[src/hdl/rvd_pkg.sv]
// Shared types and constants for the RMS vector distance unit.
// No dependencies; compile first.
package rvd_pkg;

  localparam int ACC_W      = 46;  // Q30.16 sum of squared errors
  localparam int RMS_W      = 16;  // Q8.8 rms result
  localparam int TOTAL_W    = 13;  // element total as reported
  localparam int ROOT_W     = 23;  // magnitudes at or above 2^ROOT_W saturate the square
  localparam int SQ_REM_W   = ROOT_W + 2;
  localparam int DIV_STEPS  = ACC_W;
  localparam int SQRT_STEPS = ACC_W / 2;
  localparam int STEP_W     = $clog2(DIV_STEPS);

  localparam logic [ACC_W-1:0] ACC_MAX = {ACC_W{1'b1}};
  localparam logic [RMS_W-1:0] RMS_MAX = {RMS_W{1'b1}};

  typedef enum logic [2:0] {
    ST_ACCUM,
    ST_FLUSH,
    ST_DIV,
    ST_SQRT,
    ST_HOLD
  } rvd_state_t;

  typedef struct packed {
    logic take;
    logic div_step;
    logic sqrt_step;
    logic load;
  } rvd_cmd_t;

  typedef struct packed {
    logic last_taken;
    logic snap;
    logic out_free;
  } rvd_status_t;

endpackage

[src/hdl/rvd_interfaces.sv]
// Request and result channel interfaces of the RMS vector distance unit.
// Depends on rvd_pkg.
interface rvd_pair_if #(
  parameter int DATA_WIDTH = 16
);
  logic                         valid;
  logic                         ready;
  logic signed [DATA_WIDTH-1:0] first_value;
  logic signed [DATA_WIDTH-1:0] second_value;
  logic                         last_element;

  modport source (output valid, first_value, second_value, last_element, input ready);
  modport sink   (input valid, first_value, second_value, last_element, output ready);
endinterface

interface rvd_result_if;
  import rvd_pkg::*;
  logic               valid;
  logic               ready;
  logic [ACC_W-1:0]   sum_squared_error;
  logic [RMS_W-1:0]   rms_error;
  logic [TOTAL_W-1:0] element_total;
  logic               overflow;

  modport source (output valid, sum_squared_error, rms_error, element_total, overflow,
                  input ready);
  modport sink   (input valid, sum_squared_error, rms_error, element_total, overflow,
                  output ready);
endinterface

[src/hdl/rvd_controller.sv]
// Sequencer for the RMS vector distance unit: accumulate, drain, divide,
// square root, hand off. Depends on rvd_pkg.
module rvd_controller (
  input  logic                 clk,
  input  logic                 rst,
  input  rvd_pkg::rvd_status_t status,
  output rvd_pkg::rvd_cmd_t    cmd
);
  import rvd_pkg::*;

  rvd_state_t        state, state_next;
  logic [STEP_W-1:0] step_count, step_count_next;

  always_ff @(posedge clk) begin
    if (rst) begin
      state      <= ST_ACCUM;
      step_count <= '0;
    end else begin
      state      <= state_next;
      step_count <= step_count_next;
    end
  end

  always_comb begin
    state_next      = state;
    step_count_next = step_count;
    cmd             = '0;
    unique case (state)
      ST_ACCUM: begin
        cmd.take = 1'b1;
        if (status.last_taken) state_next = ST_FLUSH;
      end
      ST_FLUSH: begin
        if (status.snap) begin
          state_next      = ST_DIV;
          step_count_next = STEP_W'(DIV_STEPS - 1);
        end
      end
      ST_DIV: begin
        cmd.div_step = 1'b1;
        if (step_count == '0) begin
          state_next      = ST_SQRT;
          step_count_next = STEP_W'(SQRT_STEPS - 1);
        end else begin
          step_count_next = step_count - 1'b1;
        end
      end
      ST_SQRT: begin
        cmd.sqrt_step = 1'b1;
        if (step_count == '0) state_next = ST_HOLD;
        else step_count_next = step_count - 1'b1;
      end
      ST_HOLD: begin
        if (status.out_free) begin
          cmd.load   = 1'b1;
          state_next = ST_ACCUM;
        end
      end
      default: state_next = ST_ACCUM;
    endcase
  end

  // the end-of-vector snapshot only lands while draining
  a_snap_in_flush: assert property (@(posedge clk) disable iff (rst)
    status.snap |-> state == ST_FLUSH)
    else $error("snapshot outside flush");

  a_no_take_after_last: assert property (@(posedge clk) disable iff (rst)
    status.last_taken |=> !cmd.take)
    else $error("request taken while vector end pending");
endmodule

[src/hdl/rvd_datapath.sv]
// Datapath of the RMS vector distance unit: square-and-accumulate pipeline,
// bit-serial divider, two-bit-per-step square root, result register. Depends on rvd_pkg.
module rvd_datapath #(
  parameter int MAX_LEN    = 4096,
  parameter int DATA_WIDTH = 16
) (
  input  logic                          clk,
  input  logic                          rst,
  input  rvd_pkg::rvd_cmd_t             cmd,
  output rvd_pkg::rvd_status_t          status,
  input  logic                          in_valid,
  input  logic signed [DATA_WIDTH-1:0]  first_value,
  input  logic signed [DATA_WIDTH-1:0]  second_value,
  input  logic                          last_element,
  output logic                          out_valid,
  input  logic                          out_ready,
  output logic [rvd_pkg::ACC_W-1:0]     out_sum,
  output logic [rvd_pkg::RMS_W-1:0]     out_rms,
  output logic [rvd_pkg::TOTAL_W-1:0]   out_total,
  output logic                          out_overflow
);
  import rvd_pkg::*;

  localparam int CNT_W  = $clog2(MAX_LEN + 1);
  localparam int DIFF_W = DATA_WIDTH + 1;
  localparam int EXT_W  = (DIFF_W > ROOT_W + 1) ? DIFF_W : ROOT_W + 1;
  localparam int TEXT_W = (CNT_W > TOTAL_W) ? CNT_W : TOTAL_W;
  localparam logic [CNT_W-1:0]  CNT_MAX  = CNT_W'(MAX_LEN);
  localparam logic [EXT_W-1:0]  MAG_LIM  = EXT_W'(1) << ROOT_W;
  localparam logic [TEXT_W-1:0] MAX_TEXT = TEXT_W'(MAX_LEN);

  logic accept;
  assign accept = in_valid & cmd.take;

  // square-and-accumulate pipeline
  logic signed [DIFF_W-1:0] diff;
  logic                     diff_valid, diff_last;
  logic [DIFF_W-1:0]        mag;
  logic                     mag_valid, mag_last;
  logic [ACC_W-1:0]         square;
  logic                     sq_valid, sq_last;

  logic [EXT_W-1:0]  mag_ext;
  logic [ROOT_W-1:0] mag_low;
  logic [ACC_W-1:0]  product;

  assign mag_ext = EXT_W'(mag);
  assign mag_low = mag_ext[ROOT_W-1:0];
  assign product = ACC_W'(mag_low) * ACC_W'(mag_low);

  always_ff @(posedge clk) begin
    if (rst) begin
      diff_valid <= 1'b0;
      mag_valid  <= 1'b0;
      sq_valid   <= 1'b0;
    end else begin
      diff_valid <= accept;
      mag_valid  <= diff_valid;
      sq_valid   <= mag_valid;
    end
    diff      <= DIFF_W'(first_value) - DIFF_W'(second_value);
    diff_last <= last_element & accept;
    mag       <= diff[DIFF_W-1] ? DIFF_W'(-diff) : DIFF_W'(diff);
    mag_last  <= diff_last;
    square    <= (mag_ext >= MAG_LIM) ? ACC_MAX : product;
    sq_last   <= mag_last;
  end

  // accumulator, counter, overflow flag
  logic [ACC_W-1:0] acc;
  logic [CNT_W-1:0] count;
  logic             ovf;

  logic [ACC_W:0]      sum_wide;
  logic [ACC_W-1:0]    acc_next;
  logic [CNT_W-1:0]    count_next;
  logic                ovf_next;
  logic [TEXT_W-1:0]   count_text;
  logic                snap;

  assign sum_wide   = {1'b0, acc} + {1'b0, square};
  assign acc_next   = sum_wide[ACC_W] ? ACC_MAX : sum_wide[ACC_W-1:0];
  assign count_next = (count >= CNT_MAX) ? count : count + 1'b1;
  assign ovf_next   = ovf | (count >= CNT_MAX);
  assign count_text = TEXT_W'(count_next);
  assign snap       = sq_valid & sq_last;

  always_ff @(posedge clk) begin
    if (rst) begin
      acc   <= '0;
      count <= '0;
      ovf   <= 1'b0;
    end else if (sq_valid) begin
      if (sq_last) begin
        acc   <= '0;
        count <= '0;
        ovf   <= 1'b0;
      end else begin
        acc   <= acc_next;
        count <= count_next;
        ovf   <= ovf_next;
      end
    end
  end

  // snapshot, divider and square root share the work register
  logic [ACC_W-1:0]    work;
  logic [ACC_W-1:0]    snap_sum;
  logic [CNT_W-1:0]    divisor;
  logic [CNT_W-1:0]    rem;
  logic [TOTAL_W-1:0]  snap_total;
  logic                snap_ovf;
  logic [SQ_REM_W-1:0] sq_rem;
  logic [ROOT_W-1:0]   root;

  logic [CNT_W:0]      div_shift, div_sub;
  logic [SQ_REM_W+1:0] sq_shift, sq_trial, sq_sub;
  logic [RMS_W-1:0]    rms_sat;

  assign div_shift = {rem, work[ACC_W-1]};
  assign div_sub   = div_shift - {1'b0, divisor};
  assign sq_shift  = {sq_rem, work[ACC_W-1:ACC_W-2]};
  assign sq_trial  = (SQ_REM_W + 2)'({root, 2'b01});
  assign sq_sub    = sq_shift - sq_trial;
  assign rms_sat   = (root > ROOT_W'(RMS_MAX)) ? RMS_MAX : root[RMS_W-1:0];

  always_ff @(posedge clk) begin
    if (snap) begin
      work       <= acc_next;
      snap_sum   <= acc_next;
      divisor    <= count_next;
      snap_total <= count_text[TOTAL_W-1:0];
      snap_ovf   <= ovf_next;
      rem        <= '0;
      sq_rem     <= '0;
      root       <= '0;
    end else if (cmd.div_step) begin
      if (div_shift >= {1'b0, divisor}) begin
        rem  <= div_sub[CNT_W-1:0];
        work <= {work[ACC_W-2:0], 1'b1};
      end else begin
        rem  <= div_shift[CNT_W-1:0];
        work <= {work[ACC_W-2:0], 1'b0};
      end
    end else if (cmd.sqrt_step) begin
      work <= {work[ACC_W-3:0], 2'b00};
      if (sq_shift >= sq_trial) begin
        sq_rem <= sq_sub[SQ_REM_W-1:0];
        root   <= {root[ROOT_W-2:0], 1'b1};
      end else begin
        sq_rem <= sq_shift[SQ_REM_W-1:0];
        root   <= {root[ROOT_W-2:0], 1'b0};
      end
    end
  end

  // result register
  always_ff @(posedge clk) begin
    if (rst) begin
      out_valid <= 1'b0;
    end else if (cmd.load) begin
      out_valid <= 1'b1;
    end else if (out_ready) begin
      out_valid <= 1'b0;
    end
    if (cmd.load) begin
      out_sum      <= snap_sum;
      out_rms      <= rms_sat;
      out_total    <= snap_total;
      out_overflow <= snap_ovf;
    end
  end

  always_comb begin
    status.last_taken = accept & last_element;
    status.snap       = snap;
    status.out_free   = ~out_valid | out_ready;
  end

  a_count_bound: assert property (@(posedge clk) disable iff (rst)
    count <= CNT_MAX)
    else $error("element counter beyond maximum length");

  a_acc_no_wrap: assert property (@(posedge clk) disable iff (rst)
    (sq_valid && !sq_last) |=> acc >= $past(acc))
    else $error("accumulator wrapped");

  a_ovf_total: assert property (@(posedge clk) disable iff (rst)
    (out_valid && out_overflow) |-> out_total == MAX_TEXT[TOTAL_W-1:0])
    else $error("overflow reported with short count");
endmodule

[src/hdl/rms_vector_distance_unit.sv]
// Top level of the RMS vector distance unit.
// Depends on rvd_pkg, rvd_interfaces, rvd_controller, rvd_datapath.
//
// Element pairs (signed Q8.8) are taken one per cycle while a vector is in
// progress; each adds its squared difference to a saturating Q30.16 sum.
// The pair flagged last closes the vector: the request port then stays
// not-ready while the accumulate pipeline drains, a one-bit-per-cycle
// divider forms sum / count and a two-bit-per-cycle square root unit
// forms the Q8.8 rms. One result is then placed in the output register and
// the next vector may start while it waits to be taken; a second vector end
// waits for that register to free.
// Vectors longer than MAX_LEN pairs set the overflow bit.
module rms_vector_distance_unit #(
  parameter int MAX_LEN    = 4096,
  parameter int DATA_WIDTH = 16
) (
  input logic          clk,
  input logic          rst,
  rvd_pair_if.sink     pairs,
  rvd_result_if.source result
);
  import rvd_pkg::*;

  rvd_cmd_t    cmd;
  rvd_status_t status;

  assign pairs.ready = cmd.take;

  rvd_controller u_ctrl (
    .clk    (clk),
    .rst    (rst),
    .status (status),
    .cmd    (cmd)
  );

  rvd_datapath #(
    .MAX_LEN    (MAX_LEN),
    .DATA_WIDTH (DATA_WIDTH)
  ) u_dp (
    .clk          (clk),
    .rst          (rst),
    .cmd          (cmd),
    .status       (status),
    .in_valid     (pairs.valid),
    .first_value  (pairs.first_value),
    .second_value (pairs.second_value),
    .last_element (pairs.last_element),
    .out_valid    (result.valid),
    .out_ready    (result.ready),
    .out_sum      (result.sum_squared_error),
    .out_rms      (result.rms_error),
    .out_total    (result.element_total),
    .out_overflow (result.overflow)
  );
endmodule

[src/flat_wrapper.sv]
// flat-port wrapper written by rule: the top's interface ports become plain ports
module rms_vector_distance_unit_flat import rvd_pkg::*;
#(
  parameter int MAX_LEN    = 4096,
  parameter int DATA_WIDTH = 16
)
  (clk, rst, pairs_valid, pairs_first_value, pairs_second_value, pairs_last_element, pairs_ready, result_valid, result_sum_squared_error, result_rms_error, result_element_total, result_overflow, result_ready);
  rvd_pair_if #(.DATA_WIDTH(DATA_WIDTH)) pairs_i ();
  rvd_result_if result_i ();
  input logic clk;
  input logic rst;
  input wire logic [$bits(pairs_i.valid)-1:0] pairs_valid;
  input wire logic [$bits(pairs_i.first_value)-1:0] pairs_first_value;
  input wire logic [$bits(pairs_i.second_value)-1:0] pairs_second_value;
  input wire logic [$bits(pairs_i.last_element)-1:0] pairs_last_element;
  output wire logic [$bits(pairs_i.ready)-1:0] pairs_ready;
  output wire logic [$bits(result_i.valid)-1:0] result_valid;
  output wire logic [$bits(result_i.sum_squared_error)-1:0] result_sum_squared_error;
  output wire logic [$bits(result_i.rms_error)-1:0] result_rms_error;
  output wire logic [$bits(result_i.element_total)-1:0] result_element_total;
  output wire logic [$bits(result_i.overflow)-1:0] result_overflow;
  input wire logic [$bits(result_i.ready)-1:0] result_ready;
  assign pairs_i.valid = pairs_valid;
  assign pairs_i.first_value = pairs_first_value;
  assign pairs_i.second_value = pairs_second_value;
  assign pairs_i.last_element = pairs_last_element;
  assign pairs_ready = pairs_i.ready;
  assign result_valid = result_i.valid;
  assign result_sum_squared_error = result_i.sum_squared_error;
  assign result_rms_error = result_i.rms_error;
  assign result_element_total = result_i.element_total;
  assign result_overflow = result_i.overflow;
  assign result_i.ready = result_ready;
  rms_vector_distance_unit #(.MAX_LEN(MAX_LEN), .DATA_WIDTH(DATA_WIDTH)) u_core (.clk(clk), .rst(rst), .pairs(pairs_i), .result(result_i));
endmodule
[config.mk]
export PLATFORM = sky130hd
export DESIGN_NAME = rms_vector_distance_unit_flat
export DESIGN_NICKNAME = d
export VERILOG_FILES = /design/src/hdl/rvd_pkg.sv /design/src/hdl/rvd_interfaces.sv /design/src/hdl/rvd_controller.sv /design/src/hdl/rvd_datapath.sv /design/src/hdl/rms_vector_distance_unit.sv /design/src/flat_wrapper.sv
export SDC_FILE = /design/constraint.sdc
export NUM_CORES = 1
export LEC_CHECK = 0
export BUFFER_PORTS_ARGS = -buffer_cell sky130_fd_sc_hd__buf_2
export CORE_MARGIN = 5
export CORE_UTILIZATION = 45
export DETAILED_ROUTE_END_ITERATION = 8
export GPL_ROUTABILITY_DRIVEN = 0
export PLACE_DENSITY_LB_ADDON = 0.2
export SLEW_MARGIN = 30
export SYNTH_ARGS = -nofsm -noshare
export SYNTH_HDL_FRONTEND = slang
export SYNTH_SLANG_ARGS = --single-unit
[constraint.sdc]
create_clock -name clk -period 16.2 [get_ports clk]
set_input_delay 0.81 -clock clk [delete_from_list [all_inputs] [get_ports clk]]
set_output_delay 0.81 -clock clk [all_outputs]
set_load 0.01 [all_outputs]
==> insert_results.sql <==
INSERT INTO impl_metrics (metric_group, metric, value, unit) VALUES
('run_status', 'outcome', 'finished, final reports clean', ''),
('finish', 'layout_overhead_on_the_synthesized_area', '10.09', '%'),
('finish', 'net_count_reported_at_finish', '3352', ''),
('die', 'ioPinCount', '115', ''),
('logic_synthesis', 'synth.top_cells.by_area', 'sky130_fd_sc_hd__edfxtp_1 (20%), sky130_fd_sc_hd__dfxtp_1 (15%), sky130_fd_sc_hd__fa_1 (14%), sky130_fd_sc_hd__ha_1 (9.4%), sky130_fd_sc_hd__inv_1 (5.4%)', ''),
('route', 'antenna_left', '0', ''),
('place', 'numPlacedInstances', '3647', ''),
('logic_synthesis', 'syn_nets', '3290', ''),
('place', 'place.detailed.hpwl', '43850', 'µm'),
('logic_synthesis', 'postSynthRegisterBits', '386', ''),
('clock_tree', 'clock-root-buffer', 'sky130_fd_sc_hd__clkbuf_16', ''),
('clock_tree', 'cts.repair_timing.setup_buffer_count', '0', ''),
('die', 'floorplan.die_area', '64610', 'µm²'),
('logic_synthesis', 'yosys.area.top_type', 'sky130_fd_sc_hd__edfxtp_1', ''),
('critical_path', 'critical_path.n_buffers_inverters', '5', ''),
('critical_path', 'worst_setup_path_start_kind', 'flop', ''),
('clock_tree', 'ctsLongestPathBuffers', '3', ''),
('critical_path', 'timing.critical_path.slowest_stage_cell', 'sky130_fd_sc_hd__dfxtp_1', ''),
('route', 'drt_iter0_markers', '1106', ''),
('route', 'routed_wl_per_cell', '15.83', 'µm'),
('logic_synthesis', 'synth_edf_count', '182', ''),
('finish', 'num-fill-cells', '5537', ''),
('finish', 'multi_input_comb_area', '15420', 'µm²'),
('clock_tree', 'cts_made_buffers', '44', ''),
('logic_synthesis', 'yosys-top-cells-count', 'sky130_fd_sc_hd__inv_1 (383), sky130_fd_sc_hd__nand2_1 (350), sky130_fd_sc_hd__dfxtp_1 (204)', ''),
('critical_path', 'critical_path_peak_fanout', '18', ''),
('critical_path', 'cp_cell_sequence', 'nand2_1, fa_1, inv_1, fa_1, inv_1, fa_1, inv_1, fa_1, fa_1, inv_1, fa_1, inv_1, ha_1, a21o_1, a21o_1, a21o_1, a31oi_1, o211ai_1, o211ai_1, a21oi_1, or2_2, o311ai_1', ''),
('clock_tree', 'cts_repair_resize_count', '0', ''),
('grt', 'globalRouteOverflowTotal', '0', ''),
('die', 'die_h', '254.2', 'µm'),
('finish', 'diodes', '0', ''),
('sta', 'timing.final.crit_period', '6.870', 'ns'),
('grt', 'first_global_vias', '20110', ''),
('finish', 'final_core_utilization', '0.5005', ''),
('die', 'initial_utilization', '0.4546', ''),
('sta', 'timing.slew.headroom', '0.4020', ''),
('critical_path', 'end_kind', 'flop', ''),
('grt', 'grt_pass1_wl', '99710', 'µm'),
('logic_synthesis', 'synth-seq-area-share', '0.3559', ''),
('sta', 'hold_viol_final', '0', ''),
('critical_path', 'crit_type', 'reg -> reg', ''),
('finish', 'final_cell_count_no_fill', '3728', ''),
('die', 'placement_rows', '89', ''),
('critical_path', 'timing.critical_path.required', '16.67', 'ns'),
('critical_path', 'crit_path_frequent_cell', 'sky130_fd_sc_hd__fa_1', ''),
('sta', 'fmax', '145.6', 'MHz'),
('logic_synthesis', 'synth_top_area_share', '0.2037', ''),
('clock_tree', 'worstSkewPairLatency', '0.60', 'ns'),
('grt', 'largest_net_degree_at_the_start_of_global_routing', '77', ''),
('route', 'drcViolationCount', '0', ''),
('logic_synthesis', 'synthesis.area', '26830', 'µm²'),
('clock_tree', 'h-tree-depth', '2', ''),
('logic_synthesis', 'synth_most_common_cell', 'sky130_fd_sc_hd__inv_1', ''),
('clock_tree', 'clock-sinks', '386', ''),
('logic_synthesis', 'synth_cell_type_count', '84', ''),
('die', 'coreArea', '59020', 'µm²'),
('logic_synthesis', 'avgSynthCellArea', '9.388', 'µm²'),
('sta', 'post-route-period-util', '0.4240', ''),
('sta', 'worst_clock_skew', '0.02812', 'ns'),
('logic_synthesis', 'yosys_warnings', '0', ''),
('critical_path', 'critical-path-top-delay-family', 'adder cells', ''),
('grt', 'number_of_antenna_violations_at_the_first_check_in_global_routing', '1', ''),
('critical_path', 'worst_path_max_stage_delay', '0.78', 'ns'),
('logic_synthesis', 'synth_flop_cell', 'sky130_fd_sc_hd__dfxtp_1', ''),
('finish', 'layout-drive-gt1-share', '0.08223', ''),
('sta', 'report.final.setup_viol', '0', ''),
('place', 'io_buffers', '114', ''),
('sta', 'totalNegativeSetupSlack', '0', 'ns'),
('logic_synthesis', 'ys_async_sr_fraction', '0', ''),
('logic_synthesis', 'post_synthesis_cells', '2858', ''),
('grt', 'gr-usage-all-layers', '0.1835', '');
layout make-up:
class | instances | share of cell area
sequential | 386 | 0.3233
inverter | 384 | 0.04888
clock inverter | 28 | 0.01025
tap | 773 | 0.03274
clock buffer | 53 | 0.03910
multi-input combinational | 1974 | 0.5222
timing repair buffer | 130 | 0.02359
sequential cells by signal, summed over array words and instances, names as in the netlist, 13 cells and up:
signal	count
u_core.u_dp.square	33
u_core.u_dp.acc	46
u_core.u_dp.rem	13
u_core.u_dp.out_sum	46
u_core.u_dp.snap_sum	46
u_core.u_dp.root	23
u_core.u_dp.mag	17
u_core.u_dp.diff	17
u_core.u_dp.out_total	13
u_core.u_dp.snap_total	13
u_core.u_dp.count	13
u_core.u_dp.work	46
u_core.u_dp.out_rms	16
u_core.u_dp.sq_rem	25
placed cells by master (no fill, tap or decap), types with 6 or more instances in the layout:
master / count
sky130_fd_sc_hd__nor3_1: 49
sky130_fd_sc_hd__a41oi_1: 6
sky130_fd_sc_hd__nand4_1: 10
sky130_fd_sc_hd__inv_1: 383
sky130_fd_sc_hd__o21a_1: 22
sky130_fd_sc_hd__a21oi_1: 176
sky130_fd_sc_hd__mux2i_1: 22
sky130_fd_sc_hd__a22o_1: 12
sky130_fd_sc_hd__xor2_1: 35
sky130_fd_sc_hd__o21bai_1: 8
sky130_fd_sc_hd__o21ai_1: 14
sky130_fd_sc_hd__a31oi_1: 54
sky130_fd_sc_hd__nand3_1: 54
sky130_fd_sc_hd__nand2_1: 347
sky130_fd_sc_hd__a31o_2: 8
sky130_fd_sc_hd__a22oi_1: 11
sky130_fd_sc_hd__edfxtp_1: 182
sky130_fd_sc_hd__ha_1: 201
sky130_fd_sc_hd__a32oi_1: 6
sky130_fd_sc_hd__and2_1: 60
sky130_fd_sc_hd__clkinv_2: 11
sky130_fd_sc_hd__or3_1: 13
sky130_fd_sc_hd__nor2b_1: 47
sky130_fd_sc_hd__buf_2: 113
sky130_fd_sc_hd__nand2b_1: 18
sky130_fd_sc_hd__or2_2: 7
sky130_fd_sc_hd__o21ai_0: 124
sky130_fd_sc_hd__clkbuf_1: 7
sky130_fd_sc_hd__a21boi_0: 8
sky130_fd_sc_hd__o211ai_1: 13
sky130_fd_sc_hd__fa_1: 194
sky130_fd_sc_hd__dfxtp_1: 204
sky130_fd_sc_hd__buf_4: 16
sky130_fd_sc_hd__a211oi_1: 17
sky130_fd_sc_hd__and4_1: 8
sky130_fd_sc_hd__xnor2_1: 96
sky130_fd_sc_hd__clkbuf_16: 44
sky130_fd_sc_hd__and3_1: 21
sky130_fd_sc_hd__nor2_1: 163
sky130_fd_sc_hd__a21o_1: 55
routing by layer:
| layer | global-route usage | wire, µm | vias to the layer above |
|---|---|---|---|
| met5 | 0 | 0 | - |
| met4 | 0.04771 | 1340 | 0 |
| met3 | 0.02825 | 2431 | 97 |
| met2 | 0.3129 | 28030 | 367 |
| met1 | 0.2469 | 27190 | 9465 |
| li1 | - | - | 9737 |
kinds of logic after synthesis:
logic type	after synthesis	share of synthesized area
DFF	386	0.3559
xor gates and xnor gates	131	0.04276
muxes	25	0.009466
adders and majority gates	395	0.2385
and+or+nand+nor	836	0.1449
AOI/OAI and AO/OA	587	0.1371
buffers and inverters	498	0.07139
worst reg2reg max path, stage by stage, from the launching register on:
cell,delay [ns]
sky130_fd_sc_hd__dfxtp_1,0.78
sky130_fd_sc_hd__nand2_1,0.20
sky130_fd_sc_hd__fa_1,0.63
sky130_fd_sc_hd__inv_1,0.07
sky130_fd_sc_hd__fa_1,0.51
sky130_fd_sc_hd__inv_1,0.05
sky130_fd_sc_hd__fa_1,0.48
sky130_fd_sc_hd__inv_1,0.06
sky130_fd_sc_hd__fa_1,0.44
sky130_fd_sc_hd__fa_1,0.51
sky130_fd_sc_hd__inv_1,0.05
sky130_fd_sc_hd__fa_1,0.53
sky130_fd_sc_hd__inv_1,0.04
sky130_fd_sc_hd__ha_1,0.34
sky130_fd_sc_hd__a21o_1,0.22
sky130_fd_sc_hd__a21o_1,0.19
sky130_fd_sc_hd__a21o_1,0.18
sky130_fd_sc_hd__a31oi_1,0.23
sky130_fd_sc_hd__o211ai_1,0.17
sky130_fd_sc_hd__o211ai_1,0.35
sky130_fd_sc_hd__a21oi_1,0.14
sky130_fd_sc_hd__or2_2,0.31
sky130_fd_sc_hd__o311ai_1,0.30
final timing paths:
path	endpoint	cells past startpoint	slack [ns]	startpoint
setup / recovery	u_core.u_dp.square[31]$_DFF_P_	22	9.33	u_core.u_dp.mag[5]$_DFF_P_
hold / removal	u_core.u_dp.sq_last$_DFF_P_	0	0.33	u_core.u_dp.mag_last$_DFF_P_
setup reg to reg	u_core.u_dp.square[31]$_DFF_P_	22	9.33	u_core.u_dp.mag[5]$_DFF_P_
hold reg to reg	u_core.u_dp.sq_last$_DFF_P_	0	0.33	u_core.u_dp.mag_last$_DFF_P_
per-stage QoR:
| stage | setup WS, ns | area [µm²] | hold slack, ns |
|---|---|---|---|
| 6_report | 9.330 | 29540 | 0.3306 |
| 5_1_grt | 8.942 | 29540 | 0.3366 |
| 4_1_cts | 9.380 | 29530 | 0.3328 |
| 3_5_place_dp | 9.410 | 28070 | 0.3171 |
| 3_3_place_gp | 9.559 | 28060 | 0.3148 |
| 2_1_floorplan | 10.02 | 26830 | 0.3096 |
Power is left out: the tool's default activity adds up to more than one toggle a clock period on the data nets, which glitch-free logic cannot reach.
